## src/design/tce_pkg.sv

```systemverilog
package tce_pkg;

  // field widths
  localparam int MODE_W     = 2;
  localparam int CHAR_W     = 8;
  localparam int ROW_W      = 5;
  localparam int COL_W      = 7;
  localparam int POS_W      = 11;
  localparam int CELL_W     = 16;
  localparam int COLOR_W    = 4;
  localparam int ATTR_W     = 2 * COLOR_W;
  localparam int CFG_IDX_W  = 1;
  localparam int CFG_DATA_W = COLOR_W;

  // default screen geometry
  localparam int DEF_SCREEN_COLS = 80;
  localparam int DEF_SCREEN_ROWS = 25;

  // step modes
  localparam logic [MODE_W-1:0] MODE_PUT   = 2'd0;
  localparam logic [MODE_W-1:0] MODE_CLEAR = 2'd1;
  localparam logic [MODE_W-1:0] MODE_MOVE  = 2'd2;
  localparam logic [MODE_W-1:0] MODE_READ  = 2'd3;

  // character codes
  localparam logic [CHAR_W-1:0] CH_TAB   = 8'h09;
  localparam logic [CHAR_W-1:0] CH_NL    = 8'h0A;
  localparam logic [CHAR_W-1:0] CH_CR    = 8'h0D;
  localparam logic [CHAR_W-1:0] CH_SPACE = 8'h20;

  // register indexes
  localparam logic [CFG_IDX_W-1:0] CFG_FG = 1'd0;
  localparam logic [CFG_IDX_W-1:0] CFG_BG = 1'd1;

  // reset values
  localparam logic [COLOR_W-1:0] RESET_FG   = 4'd7;
  localparam logic [COLOR_W-1:0] RESET_BG   = 4'd0;
  localparam logic [CELL_W-1:0]  RESET_CELL = 16'h0720;

  typedef struct packed {
    logic [MODE_W-1:0] mode;
    logic [CHAR_W-1:0] char_code;
    logic [ROW_W-1:0]  target_row;
    logic [COL_W-1:0]  target_col;
  } cmd_t;

  typedef struct packed {
    logic [POS_W-1:0]  cursor_pos;
    logic              cell_written;
    logic [POS_W-1:0]  cell_index;
    logic [CELL_W-1:0] cell_value;
    logic              scrolled;
  } res_t;

endpackage

```

## src/design/tce_seq.sv

```systemverilog
module tce_seq #(
  parameter int SCREEN_COLS = tce_pkg::DEF_SCREEN_COLS,
  parameter int SCREEN_ROWS = tce_pkg::DEF_SCREEN_ROWS,
  parameter int CELL_COUNT  = SCREEN_COLS * SCREEN_ROWS,
  parameter int ADDR_W      = $clog2(CELL_COUNT)
) (
  input  logic                        clk,
  input  logic                        rst_n,
  input  logic [tce_pkg::ATTR_W-1:0]  attr,
  input  logic                        cmd_valid,
  output logic                        cmd_ready,
  input  tce_pkg::cmd_t               cmd,
  output logic                        res_valid,
  input  logic                        res_ready,
  output tce_pkg::res_t               res,
  output logic                        mem_we,
  output logic [ADDR_W-1:0]           mem_waddr,
  output logic [tce_pkg::CELL_W-1:0]  mem_wdata,
  output logic [ADDR_W-1:0]           mem_raddr,
  input  logic [tce_pkg::CELL_W-1:0]  mem_rdata
);

  localparam int ROW_W  = tce_pkg::ROW_W;
  localparam int COL_W  = tce_pkg::COL_W;
  localparam int POS_W  = tce_pkg::POS_W;
  localparam int RW1    = ROW_W + 1;
  localparam int CW1    = COL_W + 1;
  localparam int CALC_W = (ADDR_W > POS_W) ? ADDR_W : POS_W;

  localparam logic [RW1-1:0]   ROWS_X    = RW1'(SCREEN_ROWS);
  localparam logic [CW1-1:0]   COLS_X    = CW1'(SCREEN_COLS);
  localparam logic [ROW_W-1:0] LAST_ROW  = ROW_W'(SCREEN_ROWS - 1);
  localparam logic [COL_W-1:0] LAST_COL  = COL_W'(SCREEN_COLS - 1);
  localparam logic [ADDR_W-1:0] COLS_A   = ADDR_W'(SCREEN_COLS);
  localparam logic [ADDR_W-1:0] MOVE_END = ADDR_W'(CELL_COUNT - SCREEN_COLS);
  localparam logic [ADDR_W-1:0] CELL_END = ADDR_W'(CELL_COUNT - 1);

  // sequencer states
  localparam logic [2:0] ST_IDLE   = 3'd0;
  localparam logic [2:0] ST_EXEC   = 3'd1;
  localparam logic [2:0] ST_READ   = 3'd2;
  localparam logic [2:0] ST_SCROLL = 3'd3;
  localparam logic [2:0] ST_FILL   = 3'd4;
  localparam logic [2:0] ST_DONE   = 3'd5;

  logic [2:0]        state_r;
  logic              init_r;
  logic              pend_r;
  logic [ADDR_W-1:0] cnt_r;
  logic [ADDR_W-1:0] waddr_r;
  logic [ROW_W-1:0]  row_r;
  logic [COL_W-1:0]  col_r;
  tce_pkg::cmd_t     cmd_r;
  tce_pkg::res_t     res_r;

  logic [RW1-1:0]    row_inc;
  logic [CW1-1:0]    col_inc;
  logic [CW1-1:0]    col_tab;
  logic [RW1-1:0]    row_w;
  logic [CW1-1:0]    col_w;
  logic [ROW_W-1:0]  row_clamp;
  logic [COL_W-1:0]  col_clamp;
  logic [ROW_W-1:0]  row_fin;
  logic [COL_W-1:0]  col_fin;
  logic [CALC_W-1:0] idx_cur;
  logic [CALC_W-1:0] idx_rd;
  logic [CALC_W-1:0] pos_full;
  logic              put_wr;
  logic              do_scroll;
  logic              fast_done;
  logic [tce_pkg::CELL_W-1:0] put_cell;
  logic [tce_pkg::CELL_W-1:0] fill_cell;
  tce_pkg::res_t     res_c;

  // step decode and cursor update
  always_comb begin
    row_inc   = {1'b0, row_r} + RW1'(1);
    col_inc   = {1'b0, col_r} + CW1'(1);
    col_tab   = ({1'b0, col_r} + CW1'(4)) & ~CW1'(3);
    row_clamp = ({1'b0, cmd_r.target_row} >= ROWS_X) ? LAST_ROW : cmd_r.target_row;
    col_clamp = ({1'b0, cmd_r.target_col} >= COLS_X) ? LAST_COL : cmd_r.target_col;
    idx_cur   = CALC_W'(row_r) * CALC_W'(SCREEN_COLS) + CALC_W'(col_r);
    idx_rd    = CALC_W'(row_clamp) * CALC_W'(SCREEN_COLS) + CALC_W'(col_clamp);
    put_cell  = {attr, cmd_r.char_code};
    put_wr    = 1'b0;
    do_scroll = 1'b0;
    row_w     = {1'b0, row_r};
    col_w     = {1'b0, col_r};
    row_fin   = row_r;
    col_fin   = col_r;
    case (cmd_r.mode)
      tce_pkg::MODE_PUT: begin
        case (cmd_r.char_code)
          tce_pkg::CH_NL: begin
            row_w = row_inc;
            col_w = '0;
          end
          tce_pkg::CH_CR: begin
            col_w = '0;
          end
          tce_pkg::CH_TAB: begin
            if (col_tab >= COLS_X) begin
              row_w = row_inc;
              col_w = '0;
            end else begin
              col_w = col_tab;
            end
          end
          default: begin
            if (cmd_r.char_code >= tce_pkg::CH_SPACE) begin
              put_wr = 1'b1;
              if (col_inc >= COLS_X) begin
                row_w = row_inc;
                col_w = '0;
              end else begin
                col_w = col_inc;
              end
            end
          end
        endcase
        do_scroll = (row_w >= ROWS_X);
        row_fin   = do_scroll ? LAST_ROW : row_w[ROW_W-1:0];
        col_fin   = col_w[COL_W-1:0];
      end
      tce_pkg::MODE_CLEAR: begin
        row_fin = '0;
        col_fin = '0;
      end
      tce_pkg::MODE_MOVE: begin
        row_fin = row_clamp;
        col_fin = col_clamp;
      end
      default: begin
        row_fin = row_r;
        col_fin = col_r;
      end
    endcase
    pos_full  = CALC_W'(row_fin) * CALC_W'(SCREEN_COLS) + CALC_W'(col_fin);
    fast_done = ((cmd_r.mode == tce_pkg::MODE_PUT) && !do_scroll) ||
                (cmd_r.mode == tce_pkg::MODE_MOVE);

    res_c.cursor_pos   = pos_full[POS_W-1:0];
    res_c.cell_written = put_wr;
    res_c.scrolled     = do_scroll;
    if (put_wr) begin
      res_c.cell_index = idx_cur[POS_W-1:0];
      res_c.cell_value = put_cell;
    end else if (cmd_r.mode == tce_pkg::MODE_READ) begin
      res_c.cell_index = idx_rd[POS_W-1:0];
      res_c.cell_value = '0;
    end else begin
      res_c.cell_index = '0;
      res_c.cell_value = '0;
    end
  end

  // memory port selection
  assign fill_cell = init_r ? tce_pkg::RESET_CELL : {attr, tce_pkg::CH_SPACE};

  always_comb begin
    mem_we    = 1'b0;
    mem_waddr = cnt_r;
    mem_wdata = fill_cell;
    case (state_r)
      ST_EXEC: begin
        mem_we    = put_wr;
        mem_waddr = idx_cur[ADDR_W-1:0];
        mem_wdata = put_cell;
      end
      ST_SCROLL: begin
        mem_we    = pend_r;
        mem_waddr = waddr_r;
        mem_wdata = mem_rdata;
      end
      ST_FILL: begin
        mem_we = 1'b1;
      end
      default: begin
        mem_we = 1'b0;
      end
    endcase
    mem_raddr = (state_r == ST_SCROLL) ? (cnt_r + COLS_A) : idx_rd[ADDR_W-1:0];
  end

  // handshakes
  assign cmd_ready = (state_r == ST_IDLE);
  assign res_valid = (state_r == ST_DONE) || ((state_r == ST_EXEC) && fast_done);
  assign res       = (state_r == ST_EXEC) ? res_c : res_r;

  // sequencer
  always_ff @(posedge clk) begin
    if (!rst_n) begin
      state_r <= ST_FILL;
      init_r  <= 1'b1;
      pend_r  <= 1'b0;
      cnt_r   <= '0;
      row_r   <= '0;
      col_r   <= '0;
    end else begin
      case (state_r)
        ST_IDLE: begin
          if (cmd_valid) begin
            state_r <= ST_EXEC;
          end
        end
        ST_EXEC: begin
          row_r  <= row_fin;
          col_r  <= col_fin;
          cnt_r  <= '0;
          pend_r <= 1'b0;
          if (cmd_r.mode == tce_pkg::MODE_CLEAR) begin
            state_r <= ST_FILL;
          end else if (cmd_r.mode == tce_pkg::MODE_READ) begin
            state_r <= ST_READ;
          end else if (do_scroll) begin
            state_r <= ST_SCROLL;
          end else if (res_ready) begin
            state_r <= ST_IDLE;
          end else begin
            state_r <= ST_DONE;
          end
        end
        ST_READ: begin
          state_r <= ST_DONE;
        end
        ST_SCROLL: begin
          if (cnt_r != MOVE_END) begin
            pend_r <= 1'b1;
            cnt_r  <= cnt_r + ADDR_W'(1);
          end else begin
            pend_r  <= 1'b0;
            state_r <= ST_FILL;
          end
        end
        ST_FILL: begin
          if (cnt_r == CELL_END) begin
            init_r  <= 1'b0;
            state_r <= init_r ? ST_IDLE : ST_DONE;
          end else begin
            cnt_r <= cnt_r + ADDR_W'(1);
          end
        end
        ST_DONE: begin
          if (res_ready) begin
            state_r <= ST_IDLE;
          end
        end
        default: begin
          state_r <= ST_IDLE;
        end
      endcase
    end
  end

  // payload registers
  always_ff @(posedge clk) begin
    if ((state_r == ST_IDLE) && cmd_valid) begin
      cmd_r <= cmd;
    end
    if (state_r == ST_EXEC) begin
      res_r <= res_c;
    end
    if (state_r == ST_READ) begin
      res_r.cell_value <= mem_rdata;
    end
    if (state_r == ST_SCROLL) begin
      waddr_r <= cnt_r;
    end
  end

endmodule

```

## config.mk

```make
export PLATFORM = sky130hd
export DESIGN_NAME = tce_seq
export DESIGN_NICKNAME = d
export VERILOG_FILES = /design/src/design/tce_pkg.sv /design/src/design/tce_seq.sv
export SDC_FILE = /design/constraint.sdc
export NUM_CORES = 1
export LEC_CHECK = 0
export ABC_AREA = 0
export CELL_PAD_IN_SITES_DETAIL_PLACEMENT = 1
export CELL_PAD_IN_SITES_GLOBAL_PLACEMENT = 2
export CORE_MARGIN = 5
export CORE_UTILIZATION = 34
export CTS_CLUSTER_DIAMETER = 100
export DETAILED_ROUTE_END_ITERATION = 7
export DONT_BUFFER_PORTS = 1
export GPL_ROUTABILITY_DRIVEN = 0
export PLACE_DENSITY = 0.82
export SETUP_SLACK_MARGIN = 0.15
export SLEW_MARGIN = 20
export SYNTH_ARGS = -nofsm -noshare
export SYNTH_HDL_FRONTEND = slang
export SYNTH_SLANG_ARGS = --single-unit
```

## constraint.sdc

```tcl
create_clock -name clk -period 5.4 [get_ports clk]
set_clock_uncertainty 0.2 [all_clocks]
set_input_delay 1.08 -clock clk [delete_from_list [all_inputs] [get_ports clk]]
set_output_delay 1.08 -clock clk [all_outputs]
set_load 0.02 [all_outputs]
```

After elaboration in Yosys (flattened, before gate mapping)

Cells that the tools add are included.

Bits in latches: 0
ROM bits: 0
Memory bits (writable): 0
Memories kept: 0
Bits in registers: 101
Output and inout port bits: 81
Bits of input ports: 50
Logic and storage cells: 109

Mux-type cells: 42
Shift operators: 0
Order comparisons: 6
Bitwise gates (word level): 0
Add/sub/neg operators: 8
Eq/ne operators: 19
Div/mod/pow operators: 0
Reduce and logical (&&, ||, !) cells: 15
$mul: 3

Operators with widths:

| kind                  | count |
|---|---|
| $mux 27               | 2 |
| $mux 40               | 1 |
| $add 11x7->11         | 3 |
| $mux 11               | 3 |
| $pmux 11 s3           | 1 |
| $mux 16               | 2 |
| $pmux 16 s2           | 1 |
| $mux 7                | 4 |
| $mux 3                | 9 |
| $eq 8x4->1 const B    | 3 |
| $mux 6                | 4 |
| $pmux 11 s2           | 1 |
| $mul 5x3->7 const B   | 3 |
| $pmux 7 s3            | 1 |
| $pmux 3 s6            | 1 |
| $pmux 6 s3            | 1 |
| $ge 8x7->1 const B    | 2 |
| $pmux 5 s3            | 1 |
| $pmux 7 s2            | 1 |
| $ne 2x2->1 const B    | 6 |
| $add 11x1->11 const B | 1 |
| $add 11x7->11 const B | 1 |
| $eq 11x11->1 const B  | 1 |
| $ne 11x11->1 const B  | 1 |
| 28 further kinds      | 39 |

Logic depth before layout (Yosys ltp)

Word-level depth: 13
Gate-level depth with buffers: 21
Gate-level depth less buffers: 19

Least setup slack after synthesis

OpenSTA, ideal clock, no wires.

Kind: flip-flop to output port
From: register row_r[1]
To: output port res[39] (netlist bit)
Arrival time: 4535 ps
Required time: 4120 ps
Path buffers: 0
Setup slack: -415 ps
Stages on the path, launching flop included: 20
Cell sequence: dfxtp_1 > ha_1 > or4b_2 > a21oi_1 > or2_2 > and2_1 > mux2i_1 > o31ai_2 > mux2_2 > ha_1 > ha_1 > inv_1 > fa_1 > inv_1 > o211ai_1 > nor2_1 > o21ai_0 > o221a_2 > or4_1 > a31oi_1

RTL lines:

| element                | line           | text |
|---|---|---|
| start, declared        | tce_seq.sv:51  | `logic [ROW_W-1:0] row_r;` |
| start signal, assigned | tce_seq.sv:207 | `row_r <= row_fin;` |
| end, declared          | tce_seq.sv:15  | `output tce_pkg::res_t res,` |

==> impl_results.md <==
* Status: finished, violations left
* Failing checks: negative setup slack
* Via count at 6141
* Cell Area, Synth at 6540 µm²
* Minimum clock period at 5970 ps
* Final Hold Viols at 0
* Worst EP required at 4120 ps
* DRT iter0 DRCs at 339
* Crit. End Element: output pin
* Initial DRT Pass Iterations at 7
* Critical Path AT at 4690 ps
* Top delay family on crit path: compound AO/OA/AOI/OAI gates
* Core Area at 18800 µm²
* Average cell area after synthesis at 8.33 µm²
* Post-Route WL at 23700 µm
* Synthesis Warnings at 0
* Worst hold margin at 271 ps
* Clock sink count at 101
* Hpwl dp at 17500 µm
* #FFs+latches synth at 101
* Clk pin slew, worst setup/hold paths at 80 ps
* Die Y-Extent at 149 µm
* Die Span X at 149 µm
* Vias in the first global route at 6420
* ANT nets after route at 0
* Site row count at 50
* CP max FO at 7
* Filler cells at 2205
* Power Dens Cells at 305 nW/µm²
* Slew @ Worst Pin at 1070 ps
* Clk buf depth at 2
* Seq/Total Area, Yosys at 36.0%
* Setup ws final at -567 ps
* Layout cells sized above 1 at 19.5%
* WHS Path Cells at 2
* Area share of fa/ha/maj cells after synthesis at 8.53%
* Fin crit share at 111%
* WP depth at 19
* Worst Reg-to-Reg Cells at 19
* Clock Tree Root: clkbuf_16
* GRT Resource Usage Total at 20.9%
* Total CTS buffers at 9
* Crit path kind: reg2out
* Fmax at 168 MHz
* Number of H-tree levels at 3
* Post-synth net total at 876
* Peak VDD IR at 0.216 mV
* Mux cell area share after synthesis at 3.56%
* Clk_lat worst skew at 360 ps
* Post-synth ARST share at 0%
* Tightest Hold Check Type: reg2reg
* # DRC at 0
* GR Overflow Total at 0
* Cells along the critical path: ha_4 -> buf_4 -> a31oi_2 -> a211o_1 -> buf_4 -> o311a_4 -> a21o_1 -> o31ai_4 -> o21a_1 -> ha_2 -> ha_4 -> inv_2 -> fa_1 -> inv_1 -> o211ai_1 -> a21oi_1 -> o221a_2 -> or4_4 -> a31oi_4
* Initial antenna violation count at 0
* Number of diodes at 0
* Critical Path Start Type: flop
* Compound-cell area share of the yosys netlist at 19.8%
* # IOs at 131
* Distinct cells, synth at 75
* Unrepaired setup endpoints after global routing: yes
* Area grow syn2layout at 20.0%
* Pre-CTS WS at -263 ps
* Setup TNS at -567 ps
* First-pass GRT wire length at 36400 µm
* Simple-gate share of the synthesized area at 22.1%
* Slowest CP cell: fa_1
* Xor/xnor share of the synthesized area at 4.95%
* Post-synth EDFFs at 33
* Final Slew Violations at 0
* Final core occ at 41.7%
* Vias/cell at 5.64
* Primary FF master, synth: dfxtp_1
* Max Cap Viol at 0
* Crit path buf inv count at 4
* Largest family of logic cells by synthesized area: simple AND/OR/NAND/NOR gates
* Final #Nets at 915
* Largest net degree at the start of global routing at 42
* Port bufs at 0
* P_leak at 0.00313 µW
* Rel. slew slack at 28.5%
* # hold bufs at CTS at 0
* Final Setup Violations at 1
* CTS tree: done
* Drt wl/cell at 21.7 µm
* Die area at 22100 µm²
* Initial core utilization at 34.7%
* Mapped Cells at 785
* CP max stage delay at 490 ps
[metal layers]
metal / global-route usage (%) / share of wire, %
met2: 36.0 / 50
met5: 0 / 0
met4: 8.22 / 3.0
met3: 5.30 / 6.6
met1: 25.1 / 41
[cell families after synthesis]
logic type / after synthesis
fa+ha+maj: 41
simple gates: 309
compound gates: 194
mux: 23
flops: 101
buf+inv: 80
xor+xnor: 37
[through the flow]
step	cells	cell area (µm²)	total power [µW]
after floorplan	785	6610	1470
after global placement	1061	7240	1630
after detailed placement	1061	7240	1670
after CTS	1085	7730	2400
after global routing	1089	7850	2510
final	1089	7850	2390
[worst paths after layout]
path              slack (ps)                end                   from
setup / recovery        -570            res[39]  col_r[3]$_SDFFE_PN0P_
hold / removal           270   res_r[4]$_DFF_P_       res_r[4]$_DFF_P_
setup reg to reg         780  res_r[39]$_DFF_P_  col_r[3]$_SDFFE_PN0P_
hold reg to reg          270   res_r[4]$_DFF_P_       res_r[4]$_DFF_P_
[worst register-to-register path: stages, from the launching register on]
cell      delay (ps)
dfxtp_2          370
ha_4             200
buf_4            140
a31oi_2          100
a211o_1          350
buf_4            160
o311a_4          130
a21o_1           250
o31ai_4          290
o21a_1           200
ha_2             200
ha_4             130
inv_2             40
fa_1             490
inv_1             40
o211ai_1         150
a21oi_1          130
o221a_2          260
or4_4            430
a31oi_4          260
[sequential cells by signal, summed over array words and instances, names as in the netlist]
name,count
init_r,1
cnt_r,11
state_r,3
pend_r,1
col_r,7
cmd_r,22
row_r,5
res_r,40
waddr_r,11
[where the power goes]
part           switching (µW)  total, µW  internal [µW]
registers                63.1        966            903
clock network             323        718            395
logic                     490        707            217
total                     876       2390           1520
[placed cells by master, fill, tap and decap left out, types with 5 or more instances in the layout]
cell type,n
nand4_1,5
mux2i_1,19
ha_1,28
xnor2_1,13
clkbuf_16,10
edfxtp_1,33
inv_1,19
buf_4,81
dfxtp_2,7
ha_4,6
dfxtp_1,61
a21o_1,11
nor3_1,9
and2_1,7
a221oi_1,9
fa_1,6
nand3_1,31
a21oi_1,33
nor2b_1,6
nor2_1,89
nand2b_1,6
a22o_1,8
a31oi_1,22
nand2_1,109
xor2_1,24
o21a_1,8
o21ai_0,52
[area by class of cell]
| type | count | area (µm²) | area share, % |
|---|---|---|---|
| Tap cell | 260 | 325 | 4.15 |
| Inverter | 24 | 90.1 | 1.15 |
| Multi-Input combinational cell | 605 | 4110 | 52.4 |
| Clock inverter | 6 | 76.3 | 0.973 |
| Timing Repair Buffer | 83 | 631 | 8.04 |
| Sequential cell | 101 | 2360 | 30.1 |
| Clock buffer | 10 | 250 | 3.19 |
[cells in the mapped netlist, drive strengths merged (9+ instances only)]
cell type  instances  area share, %
dfxtp             68             21
a221oi             9            1.2
a31oi             25            2.4
a21o              11            1.3
ha                35            6.7
clkbuf            40            2.3
xnor2             13            1.7
a21oi             36            2.8
edfxtp            33             15
o21ai             55            4.2
nor3              12            1.1
nand2            111            6.4
inv               23            1.3
buf               16            1.4
mux2i             21            3.2
nor2              93            5.3
xor2              24            3.2
nand3             33            2.6
[what timing repair did]
| action | in CTS | in global routing |
|---|---|---|
| pin swaps | 19 | 11 |
| buffers inserted | 7 | 4 |
| setup endpoints to repair | 4 | 4 |
| endpoints found under the hold margin | 0 | 0 |
| cloned | 1 | 0 |
| resized for setup | 27 | 14 |
No activity file was read; power rests on OpenSTA's default activity.
